[config.mk]
export PLATFORM = sky130hd
export DESIGN_NAME = dual_encoder_speed_meter_flat
export DESIGN_NICKNAME = d
export VERILOG_FILES = /design/src/hdl/dsm_pkg.sv /design/src/hdl/dsm_in_if.sv /design/src/hdl/dsm_out_if.sv /design/src/hdl/dsm_div.sv /design/src/hdl/dual_encoder_speed_meter.sv /design/src/flat_wrapper.sv
export SDC_FILE = /design/constraint.sdc
export NUM_CORES = 2
export LEC_CHECK = 0
export BUFFER_PORTS_ARGS = -buffer_cell sky130_fd_sc_hd__buf_2
export CAP_MARGIN = 20
export CORE_ASPECT_RATIO = 1.25
export CORE_MARGIN = 10
export CORE_UTILIZATION = 25
export CTS_CLUSTER_DIAMETER = 100
export DETAILED_ROUTE_END_ITERATION = 10
export SYNTH_ARGS = -nofsm -noshare
export SYNTH_HDL_FRONTEND = slang
export SYNTH_SLANG_ARGS = --single-unit
[constraint.sdc]
create_clock -name clk -period 17.5 [get_ports clk]
set_input_delay 3.5 -clock clk [delete_from_list [all_inputs] [get_ports clk]]
set_output_delay 3.5 -clock clk [all_outputs]
set_load 0.05 [all_outputs]
[src/hdl/dsm_pkg.sv]
// ----------------------------------------------------------------------------
// dsm_pkg
// Shared types and constants of the dual encoder speed meter.
// ----------------------------------------------------------------------------
package dsm_pkg;

    localparam int POS_W       = 32;
    localparam int ACC_W       = 32;
    localparam int CNT_W       = 10;
    localparam int GEAR_W      = 8;
    localparam int PPR_W       = 12;
    localparam int CFG_DATA_W  = 12;
    localparam int FIELD_W     = 16;
    localparam int SCALED_W    = ACC_W + 1;
    localparam int DIV_W       = 32;
    localparam int DIVISOR_W   = GEAR_W + PPR_W;
    localparam int DIV_CNT_W   = $clog2(DIV_W + 1);
    localparam int RPM_SCALE   = 60;

    localparam logic [CNT_W-1:0]  SAMPLE_TICKS_RST = CNT_W'(10);
    localparam logic [CNT_W-1:0]  WINDOWS_RST      = CNT_W'(100);
    localparam logic [GEAR_W-1:0] GEAR_RST         = GEAR_W'(30);
    localparam logic [PPR_W-1:0]  PPR_RST          = PPR_W'(13);

    typedef enum logic [1:0] {
        REG_SAMPLE_TICKS = 2'd0,
        REG_WINDOWS      = 2'd1,
        REG_GEAR_RATIO   = 2'd2,
        REG_PULSES       = 2'd3
    } cfg_index_t;

    typedef enum logic [2:0] {
        S_IDLE,
        S_DELTA,
        S_ACCUM,
        S_SCALE,
        S_START,
        S_WAIT,
        S_FINISH
    } state_t;

    typedef struct packed {
        logic busy;
        logic done;
    } div_status_t;

endpackage

[src/hdl/dsm_in_if.sv]
// ----------------------------------------------------------------------------
// dsm_in_if
// Encoder event channel: edges, phases and time base tick.
// ----------------------------------------------------------------------------
interface dsm_in_if;
    logic valid;
    logic ready;
    logic left_edge;
    logic left_phase;
    logic right_edge;
    logic right_phase;
    logic ms_tick;

    modport source (
        output valid,
        output left_edge,
        output left_phase,
        output right_edge,
        output right_phase,
        output ms_tick,
        input  ready
    );

    modport sink (
        input  valid,
        input  left_edge,
        input  left_phase,
        input  right_edge,
        input  right_phase,
        input  ms_tick,
        output ready
    );
endinterface

[src/hdl/dsm_out_if.sv]
// ----------------------------------------------------------------------------
// dsm_out_if
// Speed channel: window deltas, rpm report and their flags.
// ----------------------------------------------------------------------------
interface dsm_out_if;
    logic               valid;
    logic               ready;
    logic signed [15:0] left_window_delta;
    logic signed [15:0] right_window_delta;
    logic signed [15:0] left_rpm;
    logic signed [15:0] right_rpm;
    logic               delta_valid;
    logic               rpm_valid;

    modport source (
        output valid,
        output left_window_delta,
        output right_window_delta,
        output left_rpm,
        output right_rpm,
        output delta_valid,
        output rpm_valid,
        input  ready
    );

    modport sink (
        input  valid,
        input  left_window_delta,
        input  right_window_delta,
        input  left_rpm,
        input  right_rpm,
        input  delta_valid,
        input  rpm_valid,
        output ready
    );
endinterface

[src/hdl/dsm_div.sv]
// ----------------------------------------------------------------------------
// dsm_div
// Restoring unsigned divider, one quotient bit per cycle.
// ----------------------------------------------------------------------------
module dsm_div (
    input  logic                           clk,
    input  logic                           rst_n,
    input  logic                           start,
    input  logic [dsm_pkg::DIV_W-1:0]      dividend,
    input  logic [dsm_pkg::DIVISOR_W-1:0]  divisor,
    output logic [dsm_pkg::DIV_W-1:0]      quotient,
    output dsm_pkg::div_status_t           stat
);
    import dsm_pkg::*;

    logic [DIV_CNT_W-1:0] count_reg, count_next;
    logic                 busy_reg, busy_next;
    logic                 done_reg, done_next;
    logic [DIV_W-1:0]     quo_reg, quo_next;
    logic [DIVISOR_W-1:0] rem_reg, rem_next;
    logic [DIVISOR_W:0]   rem_shift;
    logic [DIVISOR_W:0]   rem_diff;

    assign rem_shift = {rem_reg, quo_reg[DIV_W-1]};
    assign rem_diff  = rem_shift - {1'b0, divisor};

    always_comb
    begin
        count_next = count_reg;
        busy_next  = busy_reg;
        done_next  = 1'b0;
        quo_next   = quo_reg;
        rem_next   = rem_reg;
        if (start)
        begin
            count_next = DIV_CNT_W'(DIV_W);
            busy_next  = 1'b1;
            quo_next   = dividend;
            rem_next   = '0;
        end
        else if (busy_reg)
        begin
            count_next = count_reg - DIV_CNT_W'(1);
            if (rem_diff[DIVISOR_W])
            begin
                rem_next = rem_shift[DIVISOR_W-1:0];
                quo_next = {quo_reg[DIV_W-2:0], 1'b0};
            end
            else
            begin
                rem_next = rem_diff[DIVISOR_W-1:0];
                quo_next = {quo_reg[DIV_W-2:0], 1'b1};
            end
            if (count_reg == DIV_CNT_W'(1))
            begin
                busy_next = 1'b0;
                done_next = 1'b1;
            end
        end
    end

    always_ff @(posedge clk or negedge rst_n)
    begin
        if (!rst_n)
        begin
            count_reg <= '0;
            busy_reg  <= 1'b0;
            done_reg  <= 1'b0;
        end
        else
        begin
            count_reg <= count_next;
            busy_reg  <= busy_next;
            done_reg  <= done_next;
        end
    end

    always_ff @(posedge clk)
    begin
        quo_reg <= quo_next;
        rem_reg <= rem_next;
    end

    assign quotient  = quo_reg;
    assign stat.busy = busy_reg;
    assign stat.done = done_reg;

`ifndef SYNTH
    a_busy_counts: assert property (@(posedge clk) disable iff (!rst_n)
        busy_reg |-> count_reg != '0)
        else $error("divider busy with no steps left");
    a_done_after_busy: assert property (@(posedge clk) disable iff (!rst_n)
        done_reg |-> $past(busy_reg) && !busy_reg)
        else $error("divider done without a finished run");
    a_start_idle: assert property (@(posedge clk) disable iff (!rst_n)
        start |-> !busy_reg)
        else $error("divider restarted while busy");
`endif

endmodule

[src/hdl/dual_encoder_speed_meter.sv]
// ----------------------------------------------------------------------------
// dual_encoder_speed_meter
// A word that closes no window goes from S_IDLE to S_FINISH; one that closes
// a window passes S_DELTA and S_ACCUM; an rpm report adds S_SCALE, S_START,
// S_WAIT once per wheel on one shared serial divider. One word in flight.
// Reset clears positions, counters, accumulators and held outputs and loads
// the default configuration.
// ----------------------------------------------------------------------------
module dual_encoder_speed_meter (
    input  logic                        clk,
    input  logic                        rst_n,
    input  logic                        cfg_we,
    input  dsm_pkg::cfg_index_t         cfg_index,
    input  logic [dsm_pkg::CFG_DATA_W-1:0] cfg_data,
    dsm_in_if.sink                      encoder,
    dsm_out_if.source                   speed
);
    import dsm_pkg::*;

    state_t state_reg, state_next;

    logic [CNT_W-1:0]  sample_ticks_reg;
    logic [CNT_W-1:0]  windows_reg;
    logic [GEAR_W-1:0] gear_reg;
    logic [PPR_W-1:0]  ppr_reg;

    logic [POS_W-1:0] lpos_reg, lpos_next, rpos_reg, rpos_next;
    logic [POS_W-1:0] llast_reg, llast_next, rlast_reg, rlast_next;
    logic signed [ACC_W-1:0] lacc_reg, lacc_next, racc_reg, racc_next;
    logic [CNT_W-1:0] tick_reg, tick_next, window_reg, window_next;
    logic signed [FIELD_W-1:0] ldelta_reg, ldelta_next, rdelta_reg, rdelta_next;
    logic signed [FIELD_W-1:0] lrpm_reg, lrpm_next, rrpm_reg, rrpm_next;
    logic dflag_reg, dflag_next, rflag_reg, rflag_next;
    logic wheel_reg, wheel_next;
    logic neg_reg, neg_next;
    logic signed [SCALED_W-1:0] scaled_reg, scaled_next;
    logic [DIVISOR_W-1:0] divisor_reg, divisor_next;

    logic out_valid_reg, out_load;

    logic [CNT_W-1:0]  tick_inc, window_inc;
    logic              close_window, close_report;
    logic signed [ACC_W-1:0] acc_sel;
    logic [GEAR_W-1:0] gear_eff;
    logic [PPR_W-1:0]  ppr_eff;
    logic              div_start;
    logic [DIV_W-1:0]  div_dividend, div_quotient;
    div_status_t       div_stat;
    logic signed [FIELD_W-1:0] rpm_sat;

    function automatic logic [POS_W-1:0] count_edge(logic [POS_W-1:0] pos,
                                                    logic edge_in, logic phase);
        logic [POS_W-1:0] res;
        res = pos;
        if (edge_in)
        begin
            res = phase ? pos + POS_W'(1) : pos - POS_W'(1);
        end
        return res;
    endfunction

    function automatic logic signed [FIELD_W-1:0] sat_delta(logic [POS_W-1:0] d);
        logic [POS_W-FIELD_W:0] upper;
        logic signed [FIELD_W-1:0] res;
        upper = d[POS_W-1:FIELD_W-1];
        if (!d[POS_W-1] && (|upper))
        begin
            res = 16'sh7FFF;
        end
        else if (d[POS_W-1] && !(&upper))
        begin
            res = 16'sh8000;
        end
        else
        begin
            res = d[FIELD_W-1:0];
        end
        return res;
    endfunction

    always_ff @(posedge clk or negedge rst_n)
    begin
        if (!rst_n)
        begin
            sample_ticks_reg <= SAMPLE_TICKS_RST;
            windows_reg      <= WINDOWS_RST;
            gear_reg         <= GEAR_RST;
            ppr_reg          <= PPR_RST;
        end
        else if (cfg_we)
        begin
            case (cfg_index)
                REG_SAMPLE_TICKS: sample_ticks_reg <= cfg_data[CNT_W-1:0];
                REG_WINDOWS:      windows_reg      <= cfg_data[CNT_W-1:0];
                REG_GEAR_RATIO:   gear_reg         <= cfg_data[GEAR_W-1:0];
                REG_PULSES:       ppr_reg          <= cfg_data[PPR_W-1:0];
                default:          ;
            endcase
        end
    end

    assign tick_inc     = tick_reg + CNT_W'(1);
    assign window_inc   = window_reg + CNT_W'(1);
    assign close_window = encoder.ms_tick && (tick_inc >= sample_ticks_reg);
    assign close_report = window_inc >= windows_reg;
    assign acc_sel      = wheel_reg ? racc_reg : lacc_reg;
    assign gear_eff     = (gear_reg == '0) ? GEAR_W'(1) : gear_reg;
    assign ppr_eff      = (ppr_reg == '0) ? PPR_W'(1) : ppr_reg;
    assign div_start    = (state_reg == S_START);
    assign div_dividend = scaled_reg[SCALED_W-1] ? DIV_W'(-scaled_reg) : DIV_W'(scaled_reg);
    assign out_load     = (state_reg == S_FINISH) && (!out_valid_reg || speed.ready);

    always_comb
    begin
        if (!neg_reg)
        begin
            rpm_sat = (div_quotient > DIV_W'(32767)) ? 16'sh7FFF
                                                     : div_quotient[FIELD_W-1:0];
        end
        else
        begin
            rpm_sat = (div_quotient > DIV_W'(32768)) ? 16'sh8000
                                                     : -div_quotient[FIELD_W-1:0];
        end
    end

    dsm_div u_div (
        .clk      (clk),
        .rst_n    (rst_n),
        .start    (div_start),
        .dividend (div_dividend),
        .divisor  (divisor_reg),
        .quotient (div_quotient),
        .stat     (div_stat)
    );

    always_comb
    begin
        state_next = state_reg;
        case (state_reg)
            S_IDLE:
            begin
                if (encoder.valid)
                begin
                    state_next = close_window ? S_DELTA : S_FINISH;
                end
            end
            S_DELTA:  state_next = S_ACCUM;
            S_ACCUM:  state_next = close_report ? S_SCALE : S_FINISH;
            S_SCALE:  state_next = S_START;
            S_START:  state_next = S_WAIT;
            S_WAIT:
            begin
                if (div_stat.done)
                begin
                    state_next = wheel_reg ? S_FINISH : S_SCALE;
                end
            end
            S_FINISH:
            begin
                if (out_load)
                begin
                    state_next = S_IDLE;
                end
            end
            default:  state_next = S_IDLE;
        endcase
    end

    always_comb
    begin
        lpos_next    = lpos_reg;
        rpos_next    = rpos_reg;
        llast_next   = llast_reg;
        rlast_next   = rlast_reg;
        lacc_next    = lacc_reg;
        racc_next    = racc_reg;
        tick_next    = tick_reg;
        window_next  = window_reg;
        ldelta_next  = ldelta_reg;
        rdelta_next  = rdelta_reg;
        lrpm_next    = lrpm_reg;
        rrpm_next    = rrpm_reg;
        dflag_next   = dflag_reg;
        rflag_next   = rflag_reg;
        wheel_next   = wheel_reg;
        neg_next     = neg_reg;
        scaled_next  = scaled_reg;
        divisor_next = divisor_reg;
        case (state_reg)
            S_IDLE:
            begin
                if (encoder.valid)
                begin
                    lpos_next  = count_edge(lpos_reg, encoder.left_edge,
                                            encoder.left_phase);
                    rpos_next  = count_edge(rpos_reg, encoder.right_edge,
                                            encoder.right_phase);
                    dflag_next = close_window;
                    rflag_next = 1'b0;
                    if (encoder.ms_tick)
                    begin
                        tick_next = close_window ? '0 : tick_inc;
                    end
                end
            end
            S_DELTA:
            begin
                ldelta_next = sat_delta(lpos_reg - llast_reg);
                rdelta_next = sat_delta(rpos_reg - rlast_reg);
                llast_next  = lpos_reg;
                rlast_next  = rpos_reg;
            end
            S_ACCUM:
            begin
                lacc_next   = lacc_reg + ACC_W'(ldelta_reg);
                racc_next   = racc_reg + ACC_W'(rdelta_reg);
                window_next = close_report ? '0 : window_inc;
                rflag_next  = close_report;
                wheel_next  = 1'b0;
            end
            S_SCALE:
            begin
                scaled_next  = SCALED_W'(acc_sel) * SCALED_W'(RPM_SCALE);
                divisor_next = DIVISOR_W'(gear_eff) * DIVISOR_W'(ppr_eff);
            end
            S_START:
            begin
                neg_next = scaled_reg[SCALED_W-1];
            end
            S_WAIT:
            begin
                if (div_stat.done)
                begin
                    if (wheel_reg)
                    begin
                        rrpm_next = rpm_sat;
                        lacc_next = '0;
                        racc_next = '0;
                    end
                    else
                    begin
                        lrpm_next = rpm_sat;
                    end
                    wheel_next = 1'b1;
                end
            end
            default: ;
        endcase
    end

    always_ff @(posedge clk or negedge rst_n)
    begin
        if (!rst_n)
        begin
            state_reg     <= S_IDLE;
            lpos_reg      <= '0;
            rpos_reg      <= '0;
            llast_reg     <= '0;
            rlast_reg     <= '0;
            lacc_reg      <= '0;
            racc_reg      <= '0;
            tick_reg      <= '0;
            window_reg    <= '0;
            ldelta_reg    <= '0;
            rdelta_reg    <= '0;
            lrpm_reg      <= '0;
            rrpm_reg      <= '0;
            dflag_reg     <= 1'b0;
            rflag_reg     <= 1'b0;
            wheel_reg     <= 1'b0;
            out_valid_reg <= 1'b0;
        end
        else
        begin
            state_reg  <= state_next;
            lpos_reg   <= lpos_next;
            rpos_reg   <= rpos_next;
            llast_reg  <= llast_next;
            rlast_reg  <= rlast_next;
            lacc_reg   <= lacc_next;
            racc_reg   <= racc_next;
            tick_reg   <= tick_next;
            window_reg <= window_next;
            ldelta_reg <= ldelta_next;
            rdelta_reg <= rdelta_next;
            lrpm_reg   <= lrpm_next;
            rrpm_reg   <= rrpm_next;
            dflag_reg  <= dflag_next;
            rflag_reg  <= rflag_next;
            wheel_reg  <= wheel_next;
            if (out_load)
            begin
                out_valid_reg <= 1'b1;
            end
            else if (speed.ready)
            begin
                out_valid_reg <= 1'b0;
            end
        end
    end

    always_ff @(posedge clk)
    begin
        neg_reg     <= neg_next;
        scaled_reg  <= scaled_next;
        divisor_reg <= divisor_next;
        if (out_load)
        begin
            speed.left_window_delta  <= ldelta_reg;
            speed.right_window_delta <= rdelta_reg;
            speed.left_rpm           <= lrpm_reg;
            speed.right_rpm          <= rrpm_reg;
            speed.delta_valid        <= dflag_reg;
            speed.rpm_valid          <= rflag_reg;
        end
    end

    assign encoder.ready = (state_reg == S_IDLE);
    assign speed.valid   = out_valid_reg;

`ifndef SYNTH
    a_rpm_implies_delta: assert property (@(posedge clk) disable iff (!rst_n)
        speed.valid && speed.rpm_valid |-> speed.delta_valid)
        else $error("rpm report without a closed window");
    a_div_in_wait: assert property (@(posedge clk) disable iff (!rst_n)
        (div_stat.busy || div_stat.done) |-> state_reg == S_WAIT)
        else $error("divider active outside the wait state");
    a_no_tick_direct: assert property (@(posedge clk) disable iff (!rst_n)
        encoder.valid && encoder.ready && !encoder.ms_tick |=> state_reg == S_FINISH)
        else $error("word without tick did not go straight to finish");
    a_finish_loads: assert property (@(posedge clk) disable iff (!rst_n)
        state_reg == S_FINISH && !speed.valid |=> speed.valid)
        else $error("finished word not presented");
`endif

endmodule

[src/flat_wrapper.sv]
// flat-port wrapper written by rule: the top's interface ports become plain ports
module dual_encoder_speed_meter_flat import dsm_pkg::*;
  (clk, rst_n, cfg_we, cfg_index, cfg_data, encoder_valid, encoder_left_edge, encoder_left_phase, encoder_right_edge, encoder_right_phase, encoder_ms_tick, encoder_ready, speed_valid, speed_left_window_delta, speed_right_window_delta, speed_left_rpm, speed_right_rpm, speed_delta_valid, speed_rpm_valid, speed_ready);
  dsm_in_if encoder_i ();
  dsm_out_if speed_i ();
  input  logic clk;
  input  logic rst_n;
  input  logic cfg_we;
  input  dsm_pkg::cfg_index_t cfg_index;
  input  logic [dsm_pkg::CFG_DATA_W-1:0] cfg_data;
  input wire logic [$bits(encoder_i.valid)-1:0] encoder_valid;
  input wire logic [$bits(encoder_i.left_edge)-1:0] encoder_left_edge;
  input wire logic [$bits(encoder_i.left_phase)-1:0] encoder_left_phase;
  input wire logic [$bits(encoder_i.right_edge)-1:0] encoder_right_edge;
  input wire logic [$bits(encoder_i.right_phase)-1:0] encoder_right_phase;
  input wire logic [$bits(encoder_i.ms_tick)-1:0] encoder_ms_tick;
  output wire logic [$bits(encoder_i.ready)-1:0] encoder_ready;
  output wire logic [$bits(speed_i.valid)-1:0] speed_valid;
  output wire logic [$bits(speed_i.left_window_delta)-1:0] speed_left_window_delta;
  output wire logic [$bits(speed_i.right_window_delta)-1:0] speed_right_window_delta;
  output wire logic [$bits(speed_i.left_rpm)-1:0] speed_left_rpm;
  output wire logic [$bits(speed_i.right_rpm)-1:0] speed_right_rpm;
  output wire logic [$bits(speed_i.delta_valid)-1:0] speed_delta_valid;
  output wire logic [$bits(speed_i.rpm_valid)-1:0] speed_rpm_valid;
  input wire logic [$bits(speed_i.ready)-1:0] speed_ready;
  assign encoder_i.valid = encoder_valid;
  assign encoder_i.left_edge = encoder_left_edge;
  assign encoder_i.left_phase = encoder_left_phase;
  assign encoder_i.right_edge = encoder_right_edge;
  assign encoder_i.right_phase = encoder_right_phase;
  assign encoder_i.ms_tick = encoder_ms_tick;
  assign encoder_ready = encoder_i.ready;
  assign speed_valid = speed_i.valid;
  assign speed_left_window_delta = speed_i.left_window_delta;
  assign speed_right_window_delta = speed_i.right_window_delta;
  assign speed_left_rpm = speed_i.left_rpm;
  assign speed_right_rpm = speed_i.right_rpm;
  assign speed_delta_valid = speed_i.delta_valid;
  assign speed_rpm_valid = speed_i.rpm_valid;
  assign speed_i.ready = speed_ready;
  dual_encoder_speed_meter u_core (.clk(clk), .rst_n(rst_n), .cfg_we(cfg_we), .cfg_index(cfg_index), .cfg_data(cfg_data), .encoder(encoder_i), .speed(speed_i));
endmodule
==> results.md <==
- The initial antenna violation count came to 4.
- met2 is the most crowded layer.
- The share of synthesized flip-flops with an asynchronous set or reset is 65.9%.
- In this run the cell area of the synthesized design comes to 36700 um2.
- The actual transition at the worst max-transition pin is 1010 ps.
- The wire length of the first global-routing pass is 145 mm.
- The detail-routed net length per standard cell is 14.4 um.
- sky130_fd_sc_hd__dfrtp_1 takes more of the synthesized area than any other cell.
- The via count is 28115.
- Clock latency on the worst-skew pair, taken at its later pin, is 670 ps.
- The critical path data required time is 18000 ps.
- The proportion of netlist area held by the largest area contributor is 21.6%.
- The H-tree was split into 2 levels.
- Cells with a size suffix above 1 make up 8.07% of the layout.
- The floorplan step set the die height to 449 um.
- The average cell area after synthesis is 9.17 um2.
- The count of pins over their slew limit came to 0.
- Between clock sinks in the finished design, the worst skew comes to 55.5 ps.
- Counting flops with a built-in enable in the synthesized netlist gives 150.
- The critical path goes through buf_2, inv_1, buf_4, ha_1, a211oi_1, o21ai_0, a2111oi_0, nor2_1, o41a_1, a21oi_1, o21a_1, a21oi_1, a21oi_1, mux2i_1, a21oi_1, xor2_1.
- The TritonCTS clock tree is built.
- The clock tree root buffer cell is sky130_fd_sc_hd__clkbuf_16.
- The worst setup path is launched from a primary input.
- The initial standard-cell utilization of the core is 25.1%.
- Measured against its own limit, the worst slew margin works out to 32.3%.
- The number of optimization iterations in the first detailed-route pass is 7.
- In this run the horizontal extent of the chip is 363 um.
- Setup repair after global routing left no endpoint under its margin.
- The number of cells upsized or downsized after cts is 0.
- The accumulated negative setup slack is 0 ps.
- The number of nets in the finished design is 4541.
- The most used flip-flop cell after synthesis is sky130_fd_sc_hd__dfrtp_1.
- The global-route met1 utilization is 14.1%.
- Counting distinct cell types in the post-synthesis netlist gives 90.
- The HPWL after detailed placement is 65.5 mm.
- The setup fix buffers added after clock tree synthesis is 0.
- The Yosys step of the flow raised 0 warnings.
- The path class of the tightest hold or removal check is reg -> reg.
- The most numerous cell type found on the critical path is sky130_fd_sc_hd__a21oi_1.
- The count of routing violations after the opening detailed-route iteration is 1587.
- The number of vias per cell is 4.66.
- The kind of end point of the critical path is a register.
- The top-level port count is 92.
- In the final layout, flip-flops and latches occupy 13200 um2.
- The final count of negative-setup-slack endpoints is 0.
- The slowest stage of the critical path is the sky130_fd_sc_hd__a2111oi_0 cell.
- Global routing consumed, on the met3 layer, 1.66% of the routing resources.
- The cell count after synthesis is 4008.
- The tool flagged a number of max-cap violations equal to 0.
- The die area is 163000 um2.
- The TritonCTS buffer count is 60.
- Input and output buffers added on the ports amount to 91.
- The layout has 15414 filler cells.
- The placeable core region is 146000 um2.
- In this design, the stage delay of the slowest critical-path cell is 610 ps.
- The layout overhead on the synthesized area is 13.1%.
- Global routing finished with a remaining overflow of 0.
- The clock net in this run drives a total of 499 sinks.
- The total wire length is 87.1 mm.
- The worst path arrival time is 7350 ps.
- In this run the worst path has a maximum fanout of 32.
- For this run, design rule violations remaining after detail routing come to 0.
- The pin count of the biggest net entering global routing is 100.
- The share of the cycle needed by the critical path after routing is 39.1%.
- The congestion estimate from routability-driven global placement came to 0.848.
- The flip-flop and latch count after synthesis is 499.
- Static timing analysis puts the maximum clock frequency at 0.146 GHz.
- The number of endpoints with negative hold slack in the final report is 0.
- The number of global-route vias before repair was 28286.
- The run finished with clean final reports.
- Clock-pin slew was measured on the worst setup and hold paths at 60 ps.
- In the final layout, the multi-input gates occupy 21700 um2.
- The minimum period implied by the final worst setup slack is 6850 ps.
- The net count after synthesis is 4477.
- The number of hold buffers added after CTS is 0.
- In this design, the largest share of critical-path delay is due to compound AO/OA/AOI/OAI gates.
- Sorting the synthesized cells by area gives the leading types as sky130_fd_sc_hd__dfrtp_1 22%, sky130_fd_sc_hd__edfxtp_1 12%, sky130_fd_sc_hd__ha_1 11%, sky130_fd_sc_hd__fa_1 6.6%, sky130_fd_sc_hd__o21ai_0 5.2%.
- The overall fraction of global-route tracks in use is 10.6%.
- The setup path with the least slack is of type in -> reg.
- In this run the deepest clock path goes through 3 buffers.
- In this run the remaining antenna-violating nets after routing total 0.
- The global-route track usage on met2 is 17.5%.
- The fraction of the yosys area taken by sequential cells is 35.8%.
- The count of standard-cell rows is 157.
- The number of buffers and inverters on the critical path is 3.
layer usage:
| layer | up-vias | part of all wire [%] |
|---|---|---|
| met1 | 13441 | 48 |
| met5 | - | 0 |
| met4 | 0 | 2.3 |
| met3 | 124 | 4.9 |
| met2 | 422 | 45 |
| li1 | 14128 | - |
worst paths after layout:
kind,start,endpoint,slack (ps),cells past startpoint
min in group asynchronous,rst_n,u_core.racc_reg[25],2870,1
max in group asynchronous,rst_n,u_core.ppr_reg[10],12740,3
min reg2reg,u_core.rrpm_reg[8],u_core.speed.right_rpm[8],450,0
max reg2reg,u_core.ppr_reg[6],u_core.divisor_reg[19],11240,21
min,u_core.rrpm_reg[8],u_core.speed.right_rpm[8],450,0
max,encoder_left_phase,u_core.lpos_reg[31],10650,16
Yosys cell counts, drive strengths merged, types with 8 or more instances:
cell / instances
o21a: 32
nand2: 469
a21oi: 260
a2111oi: 11
a21boi: 10
o31ai: 20
nor3: 62
dfxtp: 20
a41oi: 9
inv: 395
dfrtp: 317
o21ai: 409
nor2b: 54
xor2: 107
clkbuf: 104
o21bai: 25
mux2i: 47
and2: 84
a21o: 114
a31oi: 32
mux2: 45
edfxtp: 150
buf: 10
dfstp: 12
or3: 38
fa: 121
or2: 18
a211oi: 20
o41ai: 8
nand2b: 55
nand3b: 16
nor3b: 9
nor4: 16
and3: 31
nand3: 68
or4: 8
xnor2: 142
o22ai: 16
ha: 324
o211ai: 9
a31o: 8
nor2: 190
nand4: 15
a211o: 17
placed cells by master (no fill, tap or decap), drive strengths merged, types with 25 or more instances in the layout:
master / n
o21bai: 25
o21a: 32
mux2i: 47
a21o: 114
nor3: 62
xnor2: 142
nand3: 68
fa: 121
a21oi: 260
nor2b: 54
buf: 116
nand2b: 55
nor2: 190
o21ai: 409
dfrtp: 317
inv: 403
clkbuf: 74
ha: 324
edfxtp: 150
mux2: 45
and3: 31
and2: 84
xor2: 107
or3: 38
a31oi: 32
nand2: 469
through the flow:
step / hold WS [ps] / std cells / utilization [%] / area (um2) / setup slack [ps]
final: 449 / 6035 / 28.4 / 41600 / 10650
after global routing: 461 / 6033 / 28.4 / 41600 / 10210
after CTS: 454 / 6030 / 28.4 / 41500 / 10710
after detailed placement: 433 / 5916 / 26.9 / 39400 / 10050
after global placement: 429 / 5915 / 26.9 / 39400 / 10050
after floorplan: 419 / 4008 / - / 36700 / 10390
cells by family after synthesis:
| kind of cell | Yosys count | synth area share (%) |
|---|---|---|
| adder cells (fa/ha/maj) | 445 | 17.6 |
| flip-flops | 499 | 35.8 |
| XOR/XNOR | 249 | 5.94 |
| AND/OR/NAND/NOR | 1145 | 14.8 |
| multiplexers | 92 | 2.66 |
| buffers and inverters | 510 | 5.25 |
| AO/OA/AOI/OAI | 1068 | 17.9 |
final cells by class:
type,count,share of cell area [%]
Inverter,396,3.58
Clock inverter,40,1.28
Multi-Input combinational cell,2999,52.2
Timing Repair Buffer,116,1.60
Clock buffer,74,3.91
Tap cell,1908,5.74
Antenna cell,3,0.0181
Sequential cell,499,31.7
Power is not shown: default switching activity piles up to over one toggle a cycle in this logic, so the estimate is an artifact.
